File: src/rtl/mfal_pkg.sv
`timescale 1ns / 1ps
// ----------------------------------------------------------------------------
// mfal_pkg: shared types and constants for the mail From: address locator
// Byte codes, field widths and the final-state flag group handed from the
// scanner to the result stage.
// ----------------------------------------------------------------------------
package mfal_pkg;

    localparam int DEF_MAX_LINE = 1024;

    localparam int BYTE_W   = 8;
    localparam int START_W  = 10;
    localparam int LEN_W    = 11;
    localparam int S_DATA_W = 8;
    localparam int M_DATA_W = 24;
    localparam int M_USER_W = 1;

    localparam logic [BYTE_W-1:0] CH_BSLASH = 8'h5C;
    localparam logic [BYTE_W-1:0] CH_DQUOTE = 8'h22;
    localparam logic [BYTE_W-1:0] CH_LPAREN = 8'h28;
    localparam logic [BYTE_W-1:0] CH_RPAREN = 8'h29;
    localparam logic [BYTE_W-1:0] CH_LANGLE = 8'h3C;
    localparam logic [BYTE_W-1:0] CH_RANGLE = 8'h3E;
    localparam logic [BYTE_W-1:0] CH_SEMI   = 8'h3B;
    localparam logic [BYTE_W-1:0] CH_AT     = 8'h40;
    localparam logic [BYTE_W-1:0] CH_SPACE  = 8'h20;
    localparam logic [BYTE_W-1:0] CH_TAB    = 8'h09;

    localparam logic signed [7:0] DEPTH_MAX = 8'sd127;
    localparam logic signed [7:0] DEPTH_MIN = -8'sd128;

    // which positions of a finished line hold a valid value, plus the overflow flag
    typedef struct packed {
        logic open_seen;
        logic close_seen;
        logic at_seen;
        logic blank_after_at_seen;
        logic stop_seen;
        logic overflow;
    } mfal_flags_t;

endpackage

File: src/rtl/mfal_scan.sv
`timescale 1ns / 1ps
// ----------------------------------------------------------------------------
// mfal_scan: per-byte scanner
// Tracks escapes, quotes and comment depth, records top-level delimiter
// positions and hands the final line state out on the last byte.
// ----------------------------------------------------------------------------
module mfal_scan #(
    parameter int MAX_LINE = mfal_pkg::DEF_MAX_LINE,
    parameter int CNT_W    = $clog2(MAX_LINE + 1)
) (
    input  logic                        aclk,
    input  logic                        aresetn,
    input  logic                        step_en,
    input  logic [mfal_pkg::BYTE_W-1:0] step_byte,
    input  logic                        step_last,
    output mfal_pkg::mfal_flags_t       fin_flags,
    output logic [CNT_W-1:0]            fin_open_pos,
    output logic [CNT_W-1:0]            fin_close_pos,
    output logic [CNT_W-1:0]            fin_start_after_blank,
    output logic [CNT_W-1:0]            fin_blank_after_at_pos,
    output logic [CNT_W-1:0]            fin_stop_pos,
    output logic [CNT_W-1:0]            fin_end_pos
);
    import mfal_pkg::*;

    // control state
    logic [CNT_W-1:0]   byte_pos_reg, byte_pos_next;
    logic               escape_reg, escape_next;
    logic               quotes_reg, quotes_next;
    logic signed [7:0]  depth_reg, depth_next;
    logic               stopped_reg, stopped_next;
    mfal_flags_t        flags_reg, flags_next;
    logic               blank_seen_reg, blank_seen_next;

    // positions, qualified by the flags
    logic [CNT_W-1:0]   open_pos_reg, open_pos_next;
    logic [CNT_W-1:0]   close_pos_reg, close_pos_next;
    logic [CNT_W-1:0]   sab_reg, sab_next;
    logic [CNT_W-1:0]   last_blank_reg, last_blank_next;
    logic [CNT_W-1:0]   bla_pos_reg, bla_pos_next;
    logic [CNT_W-1:0]   stop_pos_reg, stop_pos_next;

    logic               is_blank;

    assign is_blank = (step_byte == CH_SPACE) || (step_byte == CH_TAB);

    always_comb begin
        byte_pos_next   = byte_pos_reg;
        escape_next     = escape_reg;
        quotes_next     = quotes_reg;
        depth_next      = depth_reg;
        stopped_next    = stopped_reg;
        flags_next      = flags_reg;
        blank_seen_next = blank_seen_reg;
        open_pos_next   = open_pos_reg;
        close_pos_next  = close_pos_reg;
        sab_next        = sab_reg;
        last_blank_next = last_blank_reg;
        bla_pos_next    = bla_pos_reg;
        stop_pos_next   = stop_pos_reg;

        if (byte_pos_reg == CNT_W'(MAX_LINE)) begin
            // line too long: byte dropped
            flags_next.overflow = 1'b1;
        end else begin
            byte_pos_next = byte_pos_reg + 1'b1;
            if (!stopped_reg) begin
                // blanks count on raw bytes, quoted or not
                if (is_blank) begin
                    last_blank_next = byte_pos_reg;
                    blank_seen_next = 1'b1;
                    if (flags_reg.at_seen && !flags_reg.blank_after_at_seen) begin
                        bla_pos_next                   = byte_pos_reg;
                        flags_next.blank_after_at_seen = 1'b1;
                    end
                end

                if (escape_reg) begin
                    escape_next = 1'b0;
                end else if (step_byte == CH_BSLASH) begin
                    escape_next = 1'b1;
                end else if (step_byte == CH_DQUOTE) begin
                    quotes_next = !quotes_reg;
                end else if (quotes_reg) begin
                    escape_next = 1'b0;
                end else if (step_byte == CH_LPAREN) begin
                    if (depth_reg < DEPTH_MAX) begin
                        depth_next = depth_reg + 8'sd1;
                    end
                end else if (step_byte == CH_RPAREN) begin
                    if (depth_reg > DEPTH_MIN) begin
                        depth_next = depth_reg - 8'sd1;
                    end
                end else if (depth_reg == 8'sd0) begin
                    case (step_byte)
                        CH_LANGLE: begin
                            open_pos_next        = byte_pos_reg;
                            flags_next.open_seen = 1'b1;
                        end
                        CH_RANGLE: begin
                            close_pos_next        = byte_pos_reg;
                            flags_next.close_seen = 1'b1;
                            if (flags_reg.open_seen) begin
                                stopped_next = 1'b1;
                            end
                        end
                        CH_SEMI: begin
                            stop_pos_next        = byte_pos_reg;
                            flags_next.stop_seen = 1'b1;
                            stopped_next         = 1'b1;
                        end
                        CH_AT: begin
                            flags_next.at_seen             = 1'b1;
                            flags_next.blank_after_at_seen = 1'b0;
                            sab_next = blank_seen_reg ? last_blank_reg + 1'b1 : '0;
                        end
                        default: begin
                            stopped_next = stopped_reg;
                        end
                    endcase
                end
            end
        end
    end

    always_ff @(posedge aclk) begin
        if (!aresetn || (step_en && step_last)) begin
            byte_pos_reg   <= '0;
            escape_reg     <= 1'b0;
            quotes_reg     <= 1'b0;
            depth_reg      <= 8'sd0;
            stopped_reg    <= 1'b0;
            flags_reg      <= '0;
            blank_seen_reg <= 1'b0;
        end else if (step_en) begin
            byte_pos_reg   <= byte_pos_next;
            escape_reg     <= escape_next;
            quotes_reg     <= quotes_next;
            depth_reg      <= depth_next;
            stopped_reg    <= stopped_next;
            flags_reg      <= flags_next;
            blank_seen_reg <= blank_seen_next;
        end
    end

    always_ff @(posedge aclk) begin
        if (step_en) begin
            open_pos_reg   <= open_pos_next;
            close_pos_reg  <= close_pos_next;
            sab_reg        <= sab_next;
            last_blank_reg <= last_blank_next;
            bla_pos_reg    <= bla_pos_next;
            stop_pos_reg   <= stop_pos_next;
        end
    end

    assign fin_flags              = flags_next;
    assign fin_open_pos           = open_pos_next;
    assign fin_close_pos          = close_pos_next;
    assign fin_start_after_blank  = sab_next;
    assign fin_blank_after_at_pos = bla_pos_next;
    assign fin_stop_pos           = stop_pos_next;
    assign fin_end_pos            = byte_pos_next;

endmodule

File: src/rtl/mfal_result.sv
`timescale 1ns / 1ps
// ----------------------------------------------------------------------------
// mfal_result: address selection
// Holds the final state of a line and derives start and length of the
// address from the angle, at-sign and stop positions.
// ----------------------------------------------------------------------------
module mfal_result #(
    parameter int MAX_LINE = mfal_pkg::DEF_MAX_LINE,
    parameter int CNT_W    = $clog2(MAX_LINE + 1)
) (
    input  logic                         aclk,
    input  logic                         aresetn,
    input  logic                         shift,
    input  logic                         take,
    input  mfal_pkg::mfal_flags_t        fin_flags,
    input  logic [CNT_W-1:0]             fin_open_pos,
    input  logic [CNT_W-1:0]             fin_close_pos,
    input  logic [CNT_W-1:0]             fin_start_after_blank,
    input  logic [CNT_W-1:0]             fin_blank_after_at_pos,
    input  logic [CNT_W-1:0]             fin_stop_pos,
    input  logic [CNT_W-1:0]             fin_end_pos,
    output logic                         res_valid,
    output logic [mfal_pkg::START_W-1:0] res_start,
    output logic [mfal_pkg::LEN_W-1:0]   res_length,
    output logic                         res_overflow
);
    import mfal_pkg::*;

    logic               snap_valid_reg;
    mfal_flags_t        snap_flags_reg;
    logic [CNT_W-1:0]   snap_open_reg;
    logic [CNT_W-1:0]   snap_close_reg;
    logic [CNT_W-1:0]   snap_sab_reg;
    logic [CNT_W-1:0]   snap_bla_reg;
    logic [CNT_W-1:0]   snap_stop_reg;
    logic [CNT_W-1:0]   snap_end_reg;

    logic [CNT_W-1:0]   at_end;
    logic [CNT_W-1:0]   start_c;
    logic [CNT_W-1:0]   length_c;

    always_ff @(posedge aclk) begin
        if (!aresetn) begin
            snap_valid_reg <= 1'b0;
        end else if (shift) begin
            snap_valid_reg <= take;
        end
    end

    always_ff @(posedge aclk) begin
        if (shift && take) begin
            snap_flags_reg <= fin_flags;
            snap_open_reg  <= fin_open_pos;
            snap_close_reg <= fin_close_pos;
            snap_sab_reg   <= fin_start_after_blank;
            snap_bla_reg   <= fin_blank_after_at_pos;
            snap_stop_reg  <= fin_stop_pos;
            snap_end_reg   <= fin_end_pos;
        end
    end

    always_comb begin
        if (snap_flags_reg.blank_after_at_seen) begin
            at_end = snap_bla_reg;
        end else if (snap_flags_reg.stop_seen) begin
            at_end = snap_stop_reg;
        end else begin
            at_end = snap_end_reg;
        end

        start_c  = '0;
        length_c = '0;
        if (snap_flags_reg.open_seen && snap_flags_reg.close_seen) begin
            // '>' ahead of the last '<' leaves the result empty
            if (snap_close_reg > snap_open_reg) begin
                start_c  = snap_open_reg + 1'b1;
                length_c = snap_close_reg - snap_open_reg - 1'b1;
            end
        end else if (snap_flags_reg.at_seen) begin
            start_c = snap_sab_reg;
            if (at_end > snap_sab_reg) begin
                length_c = at_end - snap_sab_reg;
            end
        end
        if (length_c == '0) begin
            start_c = '0;
        end
    end

    assign res_valid    = snap_valid_reg;
    assign res_start    = START_W'(start_c);
    assign res_length   = LEN_W'(length_c);
    assign res_overflow = snap_flags_reg.overflow;

endmodule

File: src/rtl/mail_from_address_locator_top.sv
`timescale 1ns / 1ps
// ----------------------------------------------------------------------------
// mail_from_address_locator_top: From: header address locator
// Scans header bytes and reports start and length of the mail address
// once per line.
// ----------------------------------------------------------------------------
//  channel | dir | tdata (low bit up)                    | tlast     | tuser
//  s_      | in  | header_byte[7:0]                      | last_byte | -
//  m_      | out | address_start[9:0], address_length    | -         | line_overflow
//
//  One byte per cycle while s_tready is high; the per-byte state update is the loop.
//  After its last byte is accepted, a result passes the input register, the
//  line snapshot and the output register.
//  Synchronous active-low reset clears the line state and all valid flags.
//  s_tready drops only while a finished line waits behind a full output.
// ----------------------------------------------------------------------------
module mail_from_address_locator_top #(
    parameter int MAX_LINE = mfal_pkg::DEF_MAX_LINE
) (
    input  logic                          aclk,
    input  logic                          aresetn,
    input  logic                          s_tvalid,
    output logic                          s_tready,
    input  logic [mfal_pkg::S_DATA_W-1:0] s_tdata,   // header_byte[7:0]
    input  logic                          s_tlast,
    output logic                          m_tvalid,
    input  logic                          m_tready,
    // address_start[9:0], address_length[20:10], zero pad [23:21]
    output logic [mfal_pkg::M_DATA_W-1:0] m_tdata,
    output logic [mfal_pkg::M_USER_W-1:0] m_tuser    // line_overflow[0]
);
    import mfal_pkg::*;

    localparam int CNT_W = $clog2(MAX_LINE + 1);

    logic                 advance;
    logic                 in_valid_reg;
    logic [BYTE_W-1:0]    in_byte_reg;
    logic                 in_last_reg;
    logic                 step_en;

    mfal_flags_t          fin_flags;
    logic [CNT_W-1:0]     fin_open_pos;
    logic [CNT_W-1:0]     fin_close_pos;
    logic [CNT_W-1:0]     fin_sab;
    logic [CNT_W-1:0]     fin_bla_pos;
    logic [CNT_W-1:0]     fin_stop_pos;
    logic [CNT_W-1:0]     fin_end_pos;

    logic                 res_valid;
    logic [START_W-1:0]   res_start;
    logic [LEN_W-1:0]     res_length;
    logic                 res_overflow;

    logic                 m_valid_reg;
    logic [M_DATA_W-1:0]  m_data_reg;
    logic [M_USER_W-1:0]  m_user_reg;

    // pipeline holds only when a finished line cannot move to the output
    assign advance  = !res_valid || !m_valid_reg || m_tready;
    assign s_tready = advance;
    assign step_en  = advance && in_valid_reg;

    always_ff @(posedge aclk) begin
        if (!aresetn) begin
            in_valid_reg <= 1'b0;
        end else if (advance) begin
            in_valid_reg <= s_tvalid;
        end
    end

    always_ff @(posedge aclk) begin
        if (advance) begin
            in_byte_reg <= s_tdata[BYTE_W-1:0];
            in_last_reg <= s_tlast;
        end
    end

    mfal_scan #(
        .MAX_LINE (MAX_LINE),
        .CNT_W    (CNT_W)
    ) u_scan (
        .aclk                   (aclk),
        .aresetn                (aresetn),
        .step_en                (step_en),
        .step_byte              (in_byte_reg),
        .step_last              (in_last_reg),
        .fin_flags              (fin_flags),
        .fin_open_pos           (fin_open_pos),
        .fin_close_pos          (fin_close_pos),
        .fin_start_after_blank  (fin_sab),
        .fin_blank_after_at_pos (fin_bla_pos),
        .fin_stop_pos           (fin_stop_pos),
        .fin_end_pos            (fin_end_pos)
    );

    mfal_result #(
        .MAX_LINE (MAX_LINE),
        .CNT_W    (CNT_W)
    ) u_result (
        .aclk                   (aclk),
        .aresetn                (aresetn),
        .shift                  (advance),
        .take                   (in_valid_reg && in_last_reg),
        .fin_flags              (fin_flags),
        .fin_open_pos           (fin_open_pos),
        .fin_close_pos          (fin_close_pos),
        .fin_start_after_blank  (fin_sab),
        .fin_blank_after_at_pos (fin_bla_pos),
        .fin_stop_pos           (fin_stop_pos),
        .fin_end_pos            (fin_end_pos),
        .res_valid              (res_valid),
        .res_start              (res_start),
        .res_length             (res_length),
        .res_overflow           (res_overflow)
    );

    always_ff @(posedge aclk) begin
        if (!aresetn) begin
            m_valid_reg <= 1'b0;
        end else if (advance && res_valid) begin
            m_valid_reg <= 1'b1;
        end else if (m_tready) begin
            m_valid_reg <= 1'b0;
        end
    end

    always_ff @(posedge aclk) begin
        if (advance && res_valid) begin
            m_data_reg <= {(M_DATA_W - START_W - LEN_W)'(0), res_length, res_start};
            m_user_reg <= M_USER_W'(res_overflow);
        end
    end

    assign m_tvalid = m_valid_reg;
    assign m_tdata  = m_data_reg;
    assign m_tuser  = m_user_reg;

`ifndef SYNTHESIS
    // an empty address always reports start zero
    assert property (@(posedge aclk) disable iff (!aresetn)
        (m_tvalid && (m_tdata[START_W+LEN_W-1:START_W] == '0)) |->
            (m_tdata[START_W-1:0] == '0))
        else $error("empty address with nonzero start");

    // a finished line stuck behind a full output must block input
    assert property (@(posedge aclk) disable iff (!aresetn)
        (res_valid && m_valid_reg && !m_tready) |-> !s_tready)
        else $error("input accepted while result stage is blocked");

    // an accepted last byte reaches the scanner next cycle
    assert property (@(posedge aclk) disable iff (!aresetn)
        (s_tvalid && s_tready && s_tlast) |=> (in_valid_reg && in_last_reg))
        else $error("last byte lost at input register");

    // a line end reaching the scanner yields a pending result next cycle
    assert property (@(posedge aclk) disable iff (!aresetn)
        (step_en && in_last_reg) |=> res_valid)
        else $error("line end did not produce a result");
`endif

endmodule
File: config.mk
export PLATFORM = sky130hd
export DESIGN_NAME = mail_from_address_locator_top
export DESIGN_NICKNAME = d
export VERILOG_FILES = /design/src/rtl/mfal_pkg.sv /design/src/rtl/mfal_scan.sv /design/src/rtl/mfal_result.sv /design/src/rtl/mail_from_address_locator_top.sv
export SDC_FILE = /design/constraint.sdc
export NUM_CORES = 1
export LEC_CHECK = 0
export ABC_AREA = 1
export BUFFER_PORTS_ARGS = -buffer_cell sky130_fd_sc_hd__clkbuf_2
export CAP_MARGIN = 20
export CORE_UTILIZATION = 43
export CTS_CLUSTER_SIZE = 8
export DETAILED_ROUTE_END_ITERATION = 16
export MAX_ROUTING_LAYER = met4
export SLEW_MARGIN = 25
export SYNTH_ARGS = -nofsm -noshare
export SYNTH_HDL_FRONTEND = slang
export SYNTH_HIERARCHICAL = 1
export SYNTH_SLANG_ARGS = --single-unit
File: constraint.sdc
create_clock -name aclk -period 10.9 [get_ports aclk]
set_input_delay 2.18 -clock aclk [delete_from_list [all_inputs] [get_ports aclk]]
set_output_delay 2.18 -clock aclk [all_outputs]
set_load 0.005 [all_outputs]
==> reports/qor.yml <==
grt_usage: 0.210
startpoint_type: "input port"
hold_buffers: 0
syn_area_um2: 10800
die_y_um: 160
swShare: 0.231
vdd_drop_max_mv: 0.105
wl_mm: 25.9
n_antenna_cell: 0
power.leakage_nw: 5.25
p_clk_frac: 0.441
via_count: 7996
period_minus_slack_ns: 5.05
yosysWarnings: 6
drv_slew: 0
num_rows: 57
nNetsFinal: 1297
fin_area_um2: 12000
power_mw: 1.79
hold-worst-slack_ns: 0.439
area_delta_synth_final_pct: 11.5
cts_htree_levels: 1
pwr-share-seq: 0.489
synth_top_area_frac: 0.471
critPathArrivalTime_ns: 2.87
fmax_mhz: 198
grt_max_degree: 73
hold_viol_final: 0
internal_power_mw: 1.38
comb_power_share: 0.070
synth-edff-count: 169
register_area_um2: 5720
cp.required_ns: 8.72
worst_pin_slew_ns: 1.01
dieArea_um2: 25700
clk_pin_slew_ns: 0.05
start_util: 0.440
hpwl_mm: 19.0
grt_first_pass_wirelength_mm: 40.7
wl_per_cell_um: 16.4
fin_crit_sh: 0.463
rr_endpoint: "m_tdata[0]"
clkSinkCount: 201
postCtsSetupRepairBufs: 0
rsz0062_at_grt: "no"
p_switching_uw: 413
finalNonFillerCells: 1585
place_inst: 1541
die_x_um: 160
ioPinCount: 40
powerDensity_nw_per_um2: 149
vias_per_cell: 5.04
reg2reg_setup_slack_ns: 7.43
ys_ff_latch: 201
setup_viol: 0
avgSynthCellArea_um2: 8.95
min_to: "m_tuser"
largest_reg_flops: 21
multi_input_area_um2: 4250
min_from: "u_result/res_overflow"
fillers: 2283
reg2reg_depth: 16
holdPathStages: 0
path_max_fanout: 15
synth_most_common_cell: "nand2_1"
gr-total-overflow: 0
netlist.top_cell.by_area: "edfxtp_1"
async_flop_share: 0
path_class: "in2out"
cts_tree: "built"
r2r-start: "u_result/snap_flags_reg[1]"
grt_pass1_vias: 7573
cts_root_buf: "clkbuf_16"
ys.flop_type: "edfxtp_1"
cts_resized: 0
syn_inst: 1204
cp-end-kind: "output port"
max_cap_viol_count: 0
placed_cell_area_um2: 11200
route.detailed.drc: 0
io_buffers: 36
firstDrtPassIters: 5
numCtsBuffers: 29
synth_area_leaders: "edfxtp_1 47%, nand2_1 11%, dfxtp_1 5.9%"
drtIter0Drc: 634
max_slew_margin: 0.328
yosys-top-cells-count: "303 x nand2_1, 169 x edfxtp_1, 163 x inv_1"
status: "finished, final reports clean"
drive_gt1_frac: 0.113
ant_nets: 0
ys_types: 48
core_area_um2: 24500
min_path_type: "reg2reg"
antenna_found_initial: 0
tns_ns: 0
skew_ns: 0.0201
seq_area_frac_synth: 0.530
ctsLongestPathBuffers: 3
insertion_delay_ns: 0.54
gp_congestion: 0.943
==> layout by cell type (no fill, tap or decap), types with 3 or more instances in the layout <==
master / n
a21oi_1: 67
clkbuf_1: 13
clkbuf_16: 29
clkbuf_2: 36
conb_1: 3
dfxtp_1: 32
edfxtp_1: 169
fa_1: 3
ha_1: 33
inv_1: 162
inv_2: 10
nand2_1: 303
nand2_2: 14
nand2_4: 5
nand3_1: 71
nand3_2: 5
nand3b_1: 6
nand4_1: 21
nand4_2: 3
nor2_1: 113
nor2_2: 5
nor2_4: 7
nor3_1: 14
o21ai_0: 48
o21ai_1: 16
o21ai_2: 13
o22ai_1: 8
or2_2: 3
xnor2_1: 7
xor2_1: 20
==> worst max path at each step <==
stage,startpoint,endpoint,slack [ns],cells after the start
after global placement,m_tready,s_tready,5.90,4
after floorplan,m_tready,u_scan/byte_pos_reg[1],4.62,9
after CTS,m_tready,s_tready,5.84,4
after detailed placement,m_tready,s_tready,5.84,4
after global routing,m_tready,s_tready,5.76,4
final,m_tready,s_tready,5.85,4
==> worst max-delay path: stages <==
cell      delay, ns
clkbuf_2       0.08
inv_1          0.07
nand3_2        0.31
clkbuf_2       0.23
==> per-layer routing <==
metal,global-route usage,vias up,wire [um],part of all wire
li1,-,4070,-,-
met1,0.279,3661,11800,0.46
met2,0.334,231,12000,0.46
met3,0.0310,34,1630,0.063
met4,0.0610,0,499,0.019
met5,-,-,0,0
==> per-stage QoR <==
stage | utilization | setup slack, ns
2_1_floorplan | - | 4.62
6_report | 0.491 | 5.85
3_5_place_dp | 0.459 | 5.84
4_1_cts | 0.491 | 5.84
3_3_place_gp | 0.459 | 5.90
5_1_grt | 0.491 | 5.76
==> cell type report <==
cell class	count	share of cell area
inverter	174	0.0549
sequential	201	0.476
clock inverter	2	0.00146
tap	324	0.0337
timing repair buffer	38	0.0162
clock buffer	42	0.0645
multi-input combinational	804	0.354
==> cell families after synthesis <==
| kind of cell | count (synthesis) | synth area share |
|---|---|---|
| compound gates | 162 | 0.0840 |
| xor+xnor | 27 | 0.0219 |
| fa+ha+maj | 36 | 0.0439 |
| buf+inv | 201 | 0.0772 |
| flops | 201 | 0.530 |
| other cells | 1 | 0.000348 |
| simple gates | 576 | 0.242 |
==> power by group through the flow <==
stage	clock (mW)	sequential, mW	combinational, mW
after floorplan	0	0.882	0.0942
after global placement	0	0.891	0.124
after detailed placement	0	0.891	0.125
after CTS	0.807	0.876	0.125
after global routing	0.837	0.878	0.141
final	0.790	0.877	0.125
Note: power is estimated with default switching activity, not from simulation.
